File: src/design/lps_pkg.sv
// Shared constants and codes for the line pixel stepper.
`default_nettype none

package lps_pkg;

    localparam int COORD_BITS_DEF = 16;
    localparam int MAX_SIDE_DEF   = 4096;
    localparam int ADDR_BITS      = 24;
    localparam int COLOR_BITS     = 32;
    localparam int CFG_BITS       = 13;
    localparam int APB_DATA_BITS  = 32;
    localparam int APB_ADDR_BITS  = 3;

    localparam logic [CFG_BITS-1:0] WIDTH_RESET  = CFG_BITS'(640);
    localparam logic [CFG_BITS-1:0] HEIGHT_RESET = CFG_BITS'(480);

    typedef enum logic {
        REG_WIDTH  = 1'b0,
        REG_HEIGHT = 1'b1
    } t_reg_sel;

    typedef enum logic {
        MODE_START   = 1'b0,
        MODE_ADVANCE = 1'b1
    } t_mode;

endpackage

`default_nettype wire

File: src/design/line_pixel_stepper_top.sv
// Bresenham line rasterizer: one pixel write per start transfer and per advance on an open line.
//
// Input stream: tuser is the mode (start a line or advance one pixel); tdata
// carries both end points and the color, read on a start transfer only. A
// start emits the first pixel, each advance while a line is open emits the
// next one. An advance with no line open emits nothing. A start always
// abandons any line in progress.
// Output stream: tdata is the linear pixel index and the color, tuser flags
// an index inside the surface, tlast marks the final pixel of the line.
// The result passes three registered stages: stage 1 registers the stepped
// pixel at the input transfer edge, stage 2 the row times width multiply,
// stage 3 the address add and bounds compare. One transfer per cycle is
// sustained in both directions while the receiver does not stall.
// When the receiver stalls, the three stages fill and then input tready
// drops; a result held in any stage is never lost or repeated.
// Reset closes any open line, empties the stages and loads the surface size
// registers with 640 by 480. The APB port sets width (offset 0) and height
// (offset 4); write them only while no line is in flight.
`default_nettype none

module line_pixel_stepper_top #(
    parameter int COORD_BITS = lps_pkg::COORD_BITS_DEF,
    parameter int MAX_SIDE   = lps_pkg::MAX_SIDE_DEF
) (
    input  wire logic                                     i_clk,
    input  wire logic                                     i_rst_n,
    // start_x, start_y, end_x, end_y, color from the lowest bit up
    input  wire logic [((4*COORD_BITS+lps_pkg::COLOR_BITS+7)/8)*8-1:0] s_axis_tdata,
    // mode
    input  wire logic                                     s_axis_tuser,
    input  wire logic                                     s_axis_tvalid,
    output logic                                          s_axis_tready,
    // pixel_addr, pixel_color from the lowest bit up
    output logic [lps_pkg::ADDR_BITS+lps_pkg::COLOR_BITS-1:0] m_axis_tdata,
    // write_ok
    output logic                                          m_axis_tuser,
    output logic                                          m_axis_tlast,
    output logic                                          m_axis_tvalid,
    input  wire logic                                     m_axis_tready,
    input  wire logic                                     psel,
    input  wire logic                                     penable,
    input  wire logic                                     pwrite,
    input  wire logic [lps_pkg::APB_ADDR_BITS-1:0]        paddr,
    input  wire logic [lps_pkg::APB_DATA_BITS-1:0]        pwdata,
    output logic [lps_pkg::APB_DATA_BITS-1:0]             prdata,
    output logic                                          pready
);
    import lps_pkg::*;

    localparam int C         = COORD_BITS;
    localparam int SIDE_BITS = $clog2(MAX_SIDE + 1);
    localparam int PROD_BITS = C + SIDE_BITS + 1;
    localparam int AREA_BITS = 2 * SIDE_BITS;
    localparam int CMP_A     = (PROD_BITS + 1 > AREA_BITS + 1) ? PROD_BITS + 1 : AREA_BITS + 1;
    localparam int CMP_BITS  = (CMP_A > ADDR_BITS + 1) ? CMP_A : ADDR_BITS + 1;
    localparam logic [C-1:0] ONE = C'(1);

    // configuration
    logic [CFG_BITS-1:0]  r_width;
    logic [CFG_BITS-1:0]  r_height;
    logic [SIDE_BITS-1:0] side_w;
    logic [SIDE_BITS-1:0] side_h;
    logic [AREA_BITS-1:0] r_area;
    t_reg_sel             reg_sel;

    // line state
    logic                 r_active,  n_active;
    logic signed [C-1:0]  r_cur_col, n_cur_col;
    logic signed [C-1:0]  r_cur_row, n_cur_row;
    logic signed [C-1:0]  r_goal_col, n_goal_col;
    logic signed [C-1:0]  r_goal_row, n_goal_row;
    logic [C-1:0]         r_abs_dx,  n_abs_dx;
    logic [C-1:0]         r_abs_dy,  n_abs_dy;
    logic                 r_col_neg, n_col_neg;
    logic                 r_row_neg, n_row_neg;
    logic                 r_x_major, n_x_major;
    logic signed [C+1:0]  r_err,     n_err;
    logic [COLOR_BITS-1:0] r_color,  n_color;

    // step logic
    logic                  in_acc;
    logic                  emit;
    logic                  n_last;
    logic signed [C-1:0]   in_sx, in_sy, in_ex, in_ey;
    logic [COLOR_BITS-1:0] in_color;
    logic signed [C:0]     ddx, ddy;
    logic [C-1:0]          mag_x, mag_y;
    logic [C-1:0]          major, minor;
    logic signed [C+1:0]   err_a;

    // pipeline stages
    logic                  s1_ready, s2_ready, s3_ready;
    logic                  r1_valid, r2_valid, r3_valid;
    logic signed [C-1:0]   r1_row, r1_col, r2_col;
    logic                  r1_last, r2_last;
    logic [COLOR_BITS-1:0] r1_color, r2_color;
    logic signed [PROD_BITS-1:0] r2_prod;
    logic signed [CMP_BITS-1:0]  pos;
    logic                  pos_ok;
    logic [ADDR_BITS-1:0]  r3_addr;
    logic [COLOR_BITS-1:0] r3_color;
    logic                  r3_ok, r3_last;

    // ---------------- configuration port ----------------
    assign pready  = 1'b1;
    assign reg_sel = t_reg_sel'(paddr[2]);

    always_comb begin
        case (reg_sel)
            REG_WIDTH:  prdata = APB_DATA_BITS'(r_width);
            REG_HEIGHT: prdata = APB_DATA_BITS'(r_height);
            default:    prdata = '0;
        endcase
    end

    always_ff @(posedge i_clk) begin
        if (!i_rst_n) begin
            r_width  <= WIDTH_RESET;
            r_height <= HEIGHT_RESET;
        end else if (psel && penable && pwrite && pready) begin
            case (reg_sel)
                REG_WIDTH:  r_width  <= pwdata[CFG_BITS-1:0];
                REG_HEIGHT: r_height <= pwdata[CFG_BITS-1:0];
                default:    r_width  <= r_width;
            endcase
        end
    end

    assign side_w = (32'(r_width) > 32'(MAX_SIDE)) ? SIDE_BITS'(MAX_SIDE)
                                                   : SIDE_BITS'(r_width);
    assign side_h = (32'(r_height) > 32'(MAX_SIDE)) ? SIDE_BITS'(MAX_SIDE)
                                                    : SIDE_BITS'(r_height);

    always_ff @(posedge i_clk) begin
        r_area <= AREA_BITS'(side_w) * AREA_BITS'(side_h);
    end

    // ---------------- handshake ----------------
    assign s3_ready      = !r3_valid || m_axis_tready;
    assign s2_ready      = !r2_valid || s3_ready;
    assign s1_ready      = !r1_valid || s2_ready;
    assign s_axis_tready = s1_ready;
    assign in_acc        = s_axis_tvalid && s1_ready;

    // ---------------- line step ----------------
    assign in_sx    = s_axis_tdata[C-1:0];
    assign in_sy    = s_axis_tdata[2*C-1:C];
    assign in_ex    = s_axis_tdata[3*C-1:2*C];
    assign in_ey    = s_axis_tdata[4*C-1:3*C];
    assign in_color = s_axis_tdata[4*C+COLOR_BITS-1:4*C];

    assign ddx   = {in_ex[C-1], in_ex} - {in_sx[C-1], in_sx};
    assign ddy   = {in_ey[C-1], in_ey} - {in_sy[C-1], in_sy};
    assign mag_x = ddx[C] ? C'(-ddx) : C'(ddx);
    assign mag_y = ddy[C] ? C'(-ddy) : C'(ddy);

    assign major = r_x_major ? r_abs_dx : r_abs_dy;
    assign minor = r_x_major ? r_abs_dy : r_abs_dx;
    assign err_a = r_err - $signed({2'b00, minor});

    always_comb begin
        n_active   = r_active;
        n_cur_col  = r_cur_col;
        n_cur_row  = r_cur_row;
        n_goal_col = r_goal_col;
        n_goal_row = r_goal_row;
        n_abs_dx   = r_abs_dx;
        n_abs_dy   = r_abs_dy;
        n_col_neg  = r_col_neg;
        n_row_neg  = r_row_neg;
        n_x_major  = r_x_major;
        n_err      = r_err;
        n_color    = r_color;
        emit       = 1'b0;
        if (in_acc) begin
            if (t_mode'(s_axis_tuser) == MODE_START) begin
                emit       = 1'b1;
                n_cur_col  = in_sx;
                n_cur_row  = in_sy;
                n_goal_col = in_ex;
                n_goal_row = in_ey;
                n_color    = in_color;
                n_abs_dx   = mag_x[C-1:0];
                n_abs_dy   = mag_y[C-1:0];
                n_col_neg  = ddx[C] || (ddx == '0);
                n_row_neg  = ddy[C] || (ddy == '0);
                n_x_major  = mag_x[C-1:0] > mag_y[C-1:0];
                n_err      = n_x_major ? $signed({3'b000, mag_x[C-1:1]})
                                       : $signed({3'b000, mag_y[C-1:1]});
            end else if (r_active) begin
                emit  = 1'b1;
                n_err = err_a;
                if (err_a[C+1]) begin
                    n_err = err_a + $signed({2'b00, major});
                    if (r_x_major) begin
                        n_cur_row = r_row_neg ? r_cur_row - ONE : r_cur_row + ONE;
                    end else begin
                        n_cur_col = r_col_neg ? r_cur_col - ONE : r_cur_col + ONE;
                    end
                end
                if (r_x_major) begin
                    n_cur_col = r_col_neg ? r_cur_col - ONE : r_cur_col + ONE;
                end else begin
                    n_cur_row = r_row_neg ? r_cur_row - ONE : r_cur_row + ONE;
                end
            end
        end
        n_last = n_x_major ? (n_cur_col == n_goal_col) : (n_cur_row == n_goal_row);
        if (emit) begin
            n_active = !n_last;
        end
    end

    always_ff @(posedge i_clk) begin
        if (!i_rst_n) begin
            r_active <= 1'b0;
        end else begin
            r_active <= n_active;
        end
        r_cur_col  <= n_cur_col;
        r_cur_row  <= n_cur_row;
        r_goal_col <= n_goal_col;
        r_goal_row <= n_goal_row;
        r_abs_dx   <= n_abs_dx;
        r_abs_dy   <= n_abs_dy;
        r_col_neg  <= n_col_neg;
        r_row_neg  <= n_row_neg;
        r_x_major  <= n_x_major;
        r_err      <= n_err;
        r_color    <= n_color;
    end

    // ---------------- stage 1: pixel coordinates ----------------
    always_ff @(posedge i_clk) begin
        if (!i_rst_n) begin
            r1_valid <= 1'b0;
        end else if (s1_ready) begin
            r1_valid <= emit;
        end
        if (s1_ready && emit) begin
            r1_row   <= n_cur_row;
            r1_col   <= n_cur_col;
            r1_last  <= n_last;
            r1_color <= n_color;
        end
    end

    // ---------------- stage 2: row times width ----------------
    always_ff @(posedge i_clk) begin
        if (!i_rst_n) begin
            r2_valid <= 1'b0;
        end else if (s2_ready) begin
            r2_valid <= r1_valid;
        end
        if (s2_ready && r1_valid) begin
            r2_prod  <= PROD_BITS'(r1_row) * PROD_BITS'($signed({1'b0, side_w}));
            r2_col   <= r1_col;
            r2_last  <= r1_last;
            r2_color <= r1_color;
        end
    end

    // ---------------- stage 3: address and bounds ----------------
    assign pos    = CMP_BITS'(r2_prod) + CMP_BITS'(r2_col);
    assign pos_ok = (pos[CMP_BITS-1:ADDR_BITS] == '0)
                 && (CMP_BITS'(pos[ADDR_BITS-1:0]) < CMP_BITS'(r_area));

    always_ff @(posedge i_clk) begin
        if (!i_rst_n) begin
            r3_valid <= 1'b0;
        end else if (s3_ready) begin
            r3_valid <= r2_valid;
        end
        if (s3_ready && r2_valid) begin
            r3_addr  <= pos[ADDR_BITS-1:0];
            r3_color <= r2_color;
            r3_ok    <= pos_ok;
            r3_last  <= r2_last;
        end
    end

    assign m_axis_tvalid = r3_valid;
    assign m_axis_tdata  = {r3_color, r3_addr};
    assign m_axis_tuser  = r3_ok;
    assign m_axis_tlast  = r3_last;

endmodule

`default_nettype wire
File: config.mk
export PLATFORM = sky130hd
export DESIGN_NAME = line_pixel_stepper_top
export DESIGN_NICKNAME = d
export VERILOG_FILES = /design/src/design/lps_pkg.sv /design/src/design/line_pixel_stepper_top.sv
export SDC_FILE = /design/constraint.sdc
export NUM_CORES = 2
export LEC_CHECK = 0
export ABC_CLOCK_PERIOD_IN_PS = 19900
export BUFFER_PORTS_ARGS = -buffer_cell sky130_fd_sc_hd__buf_2
export CORE_ASPECT_RATIO = 1.25
export CORE_MARGIN = 2
export CORE_UTILIZATION = 35
export CTS_CLUSTER_SIZE = 24
export DETAILED_ROUTE_END_ITERATION = 10
export PLACE_DENSITY = 0.53
export SLEW_MARGIN = 20
export SYNTH_ARGS = -nofsm -noshare
export SYNTH_HDL_FRONTEND = slang
export SYNTH_SLANG_ARGS = --single-unit
export TNS_END_PERCENT = 10
File: constraint.sdc
create_clock -name i_clk -period 19.9 [get_ports i_clk]
set_input_delay 0.995 -clock i_clk [delete_from_list [all_inputs] [get_ports i_clk]]
set_output_delay 0.995 -clock i_clk [all_outputs]
set_load 0.02 [all_outputs]
==> impl_metrics.tcl <==
set metrics [dict create \
    num_vias 26300 \
    initial_utilization 0.353 \
    ys_seq_elements 407 \
    tightest_slew_ps 1120 \
    drc_errors 0 \
    synth_top_cells_by_area "edfxtp_1 22%, fa_1 19%, ha_1 11%" \
    grt_pass1_wl_mm 157 \
    wl_per_cell_um 19.1 \
    hold_path.class "register to register" \
    final_core_util 0.393 \
    status "complete, no violations" \
    setup_tns_ps 0 \
    r2r_start "r_width[12]" \
    first_global_vias 27500 \
    slowest_delay_ps 760 \
    required_ps 20400 \
    dp_hpwl_mm 78.0 \
    antenna_found_initial 7 \
    grt_max_degree 71 \
    cp-end-kind "register" \
    drv_slew 0 \
    ys.flop_type "edfxtp_1" \
    cp_max_fo 14 \
    die_h_um 360 \
    slew-limit-headroom 0.254 \
    fin_nets 4645 \
    hp-start "r2_color[25]" \
    grt_util_all_layers 0.197 \
    synth_edf_count 254 \
    p_total_mw 4.30 \
    finalHoldViolations 0 \
    htreeDepth 2 \
    cp_common_cell "inv_1" \
    port_buffers 190 \
    start_kind "input port" \
    layout-area-overhead-vs-synth_pct 11.3 \
    wl_mm 100 \
    setup_violations 0 \
    layout-drive-gt1-share 0.0950 \
    reg2reg_depth 26 \
    rsz0062_at_grt "no" \
    r2r-end "r2_prod[29]" \
    min_to "r3_color[25]" \
    syn_avg_cell_area_um2 9.56 \
    syn_inst 3709 \
    cts_hold_buf 0 \
    crit_family "compound AO/OA/AOI/OAI gates" \
    clk_pin_slew_ps 60 \
    cts.sinks 407 \
    fin_crit_ps 8320 \
    ant_nets 0 \
    yosysMostFrequentCell "inv_1" \
    avgViaCountPerCell 5.03 \
    numCtsBuffers 47 \
    period_share 0.418 \
    cts-root-buf "clkbuf_16" \
    netlist_area_um2 35500 \
    min_path_cells 0 \
    max_freq_mhz 120 \
    vdd_drop_max_v 0.000130 \
    maxCapViolCount 0 \
    cts_tree "done" \
    first_iter_violations 1438 \
    crit_arrival_ps 8820 \
    grt_overflow_total 0 \
    clockBufferDepth 3 \
    leakage_nw 18.0 \
    synth_top_area_frac 0.215 \
    core_area_um2 101000 \
    ys_seq_area_frac 0.301 \
    insertion_delay_ps 630 \
    pwr_density_cell_nw_per_um2 109 \
    dieArea_um2 104000 \
    drt_first_pass_iters 5 \
    die_w_um 289 \
    gp_congestion 0.865 \
    worst-path-buf-inv 5 \
    worst-setup-path-type "input port to register" \
    core.rowCount 130 \
    synthTopCellsByCount "546 x inv_1, 510 x nand2_1, 330 x fa_1" \
    ctsResizeCount 0 \
    async_reset_ff_frac 0 \
    r2r_slack_ps 12080 \
    slowest_stage "o22ai_1" \
    ys_warn_count 0 \
    yosysTopAreaCell "edfxtp_1" \
    ys_types 88 \
    post_cts_buffers 0 \
    skew_ps 60.0 \
    io_pins 232 \
]
power breakdown:
group,internal (mW),switching [mW]
clock network,0.509,0.386
registers,1.08,0.0855
logic,0.916,1.33
total,2.50,1.80
routing by layer:
layer	share of wire	GRT usage	up-vias	routed length, um
met5	0.000090	0	-	9
met3	0.037	0.0221	167	3740
li1	-	-	12600	-
met2	0.53	0.367	541	53000
met4	0.040	0.0744	2	4020
met1	0.39	0.228	13000	39300
state kept, by name (all words and copies together) (netlist names), 13 cells and up:
register / flops
r_err: 18
r1_col: 16
r_goal_row: 16
r1_color: 32
r2_prod: 30
r2_col: 16
r_abs_dx: 16
r2_color: 32
r_goal_col: 16
r1_row: 16
r_color: 32
r_height: 13
r_cur_col: 16
r_width: 13
r3_color: 32
r_area: 26
r3_addr: 24
r_cur_row: 16
r_abs_dy: 16
worst max path at each step:
stage | from | endpoint | slack, ps | cells past startpoint
after floorplan | m_axis_tready | r2_col[0] | 12460 | 2
after global placement | s_axis_tdata[48] | r1_last | 11030 | 29
after detailed placement | s_axis_tdata[48] | r1_last | 11010 | 29
after CTS | s_axis_tdata[48] | r1_last | 11590 | 29
after global routing | s_axis_tdata[48] | r1_last | 10850 | 29
final | s_axis_tdata[48] | r1_last | 11580 | 29
placed cells by master (no fill, tap or decap), drive strengths merged, types with 17 or more instances in the layout:
master,count
inv,553
o21a,34
and2,143
edfxtp,254
nand3,40
dfxtp,153
a31oi,21
mux2i,32
xnor2,127
o21ai,108
o211ai,20
nand2,510
o22ai,17
nor3,56
nand2b,50
a211oi,26
fa,330
clkbuf,63
mux2,35
a21boi,27
conb,20
xor2,64
o21bai,18
nor2,198
a21o,46
a21oi,149
ha,308
buf,223
nor2b,47
cell families after synthesis:
logic type      count (synthesis)  synth area share
mux                            67            0.0204
flops                         407             0.301
compound gates                601             0.115
xor+xnor                      191            0.0472
simple gates                 1124             0.147
other cells                     2          0.000212
fa+ha+maj                     638             0.295
buf+inv                       679            0.0741
metrics by stage:
stage	setup slack [ps]	instances	cell area [um^2]	hold WS, ps
after CTS	11590	5227	39400	385
after detailed placement	11010	5139	37900	405
after floorplan	12460	3727	35500	400
after global routing	10850	5229	39500	415
final	11580	5229	39500	390
after global placement	11030	5139	37900	401
area by class of cell:
type	instances	area (um^2)
Antenna cell	2	5.00
Clock buffer	63	1270
Clock inverter	25	322
Fill cell	10200	61100
Inverter	548	2060
Multi-Input combinational cell	2641	22300
Sequential cell	407	10700
Tap cell	1320	1650
Timing Repair Buffer	223	1200
No activity file was read; power rests on OpenSTA's default activity.
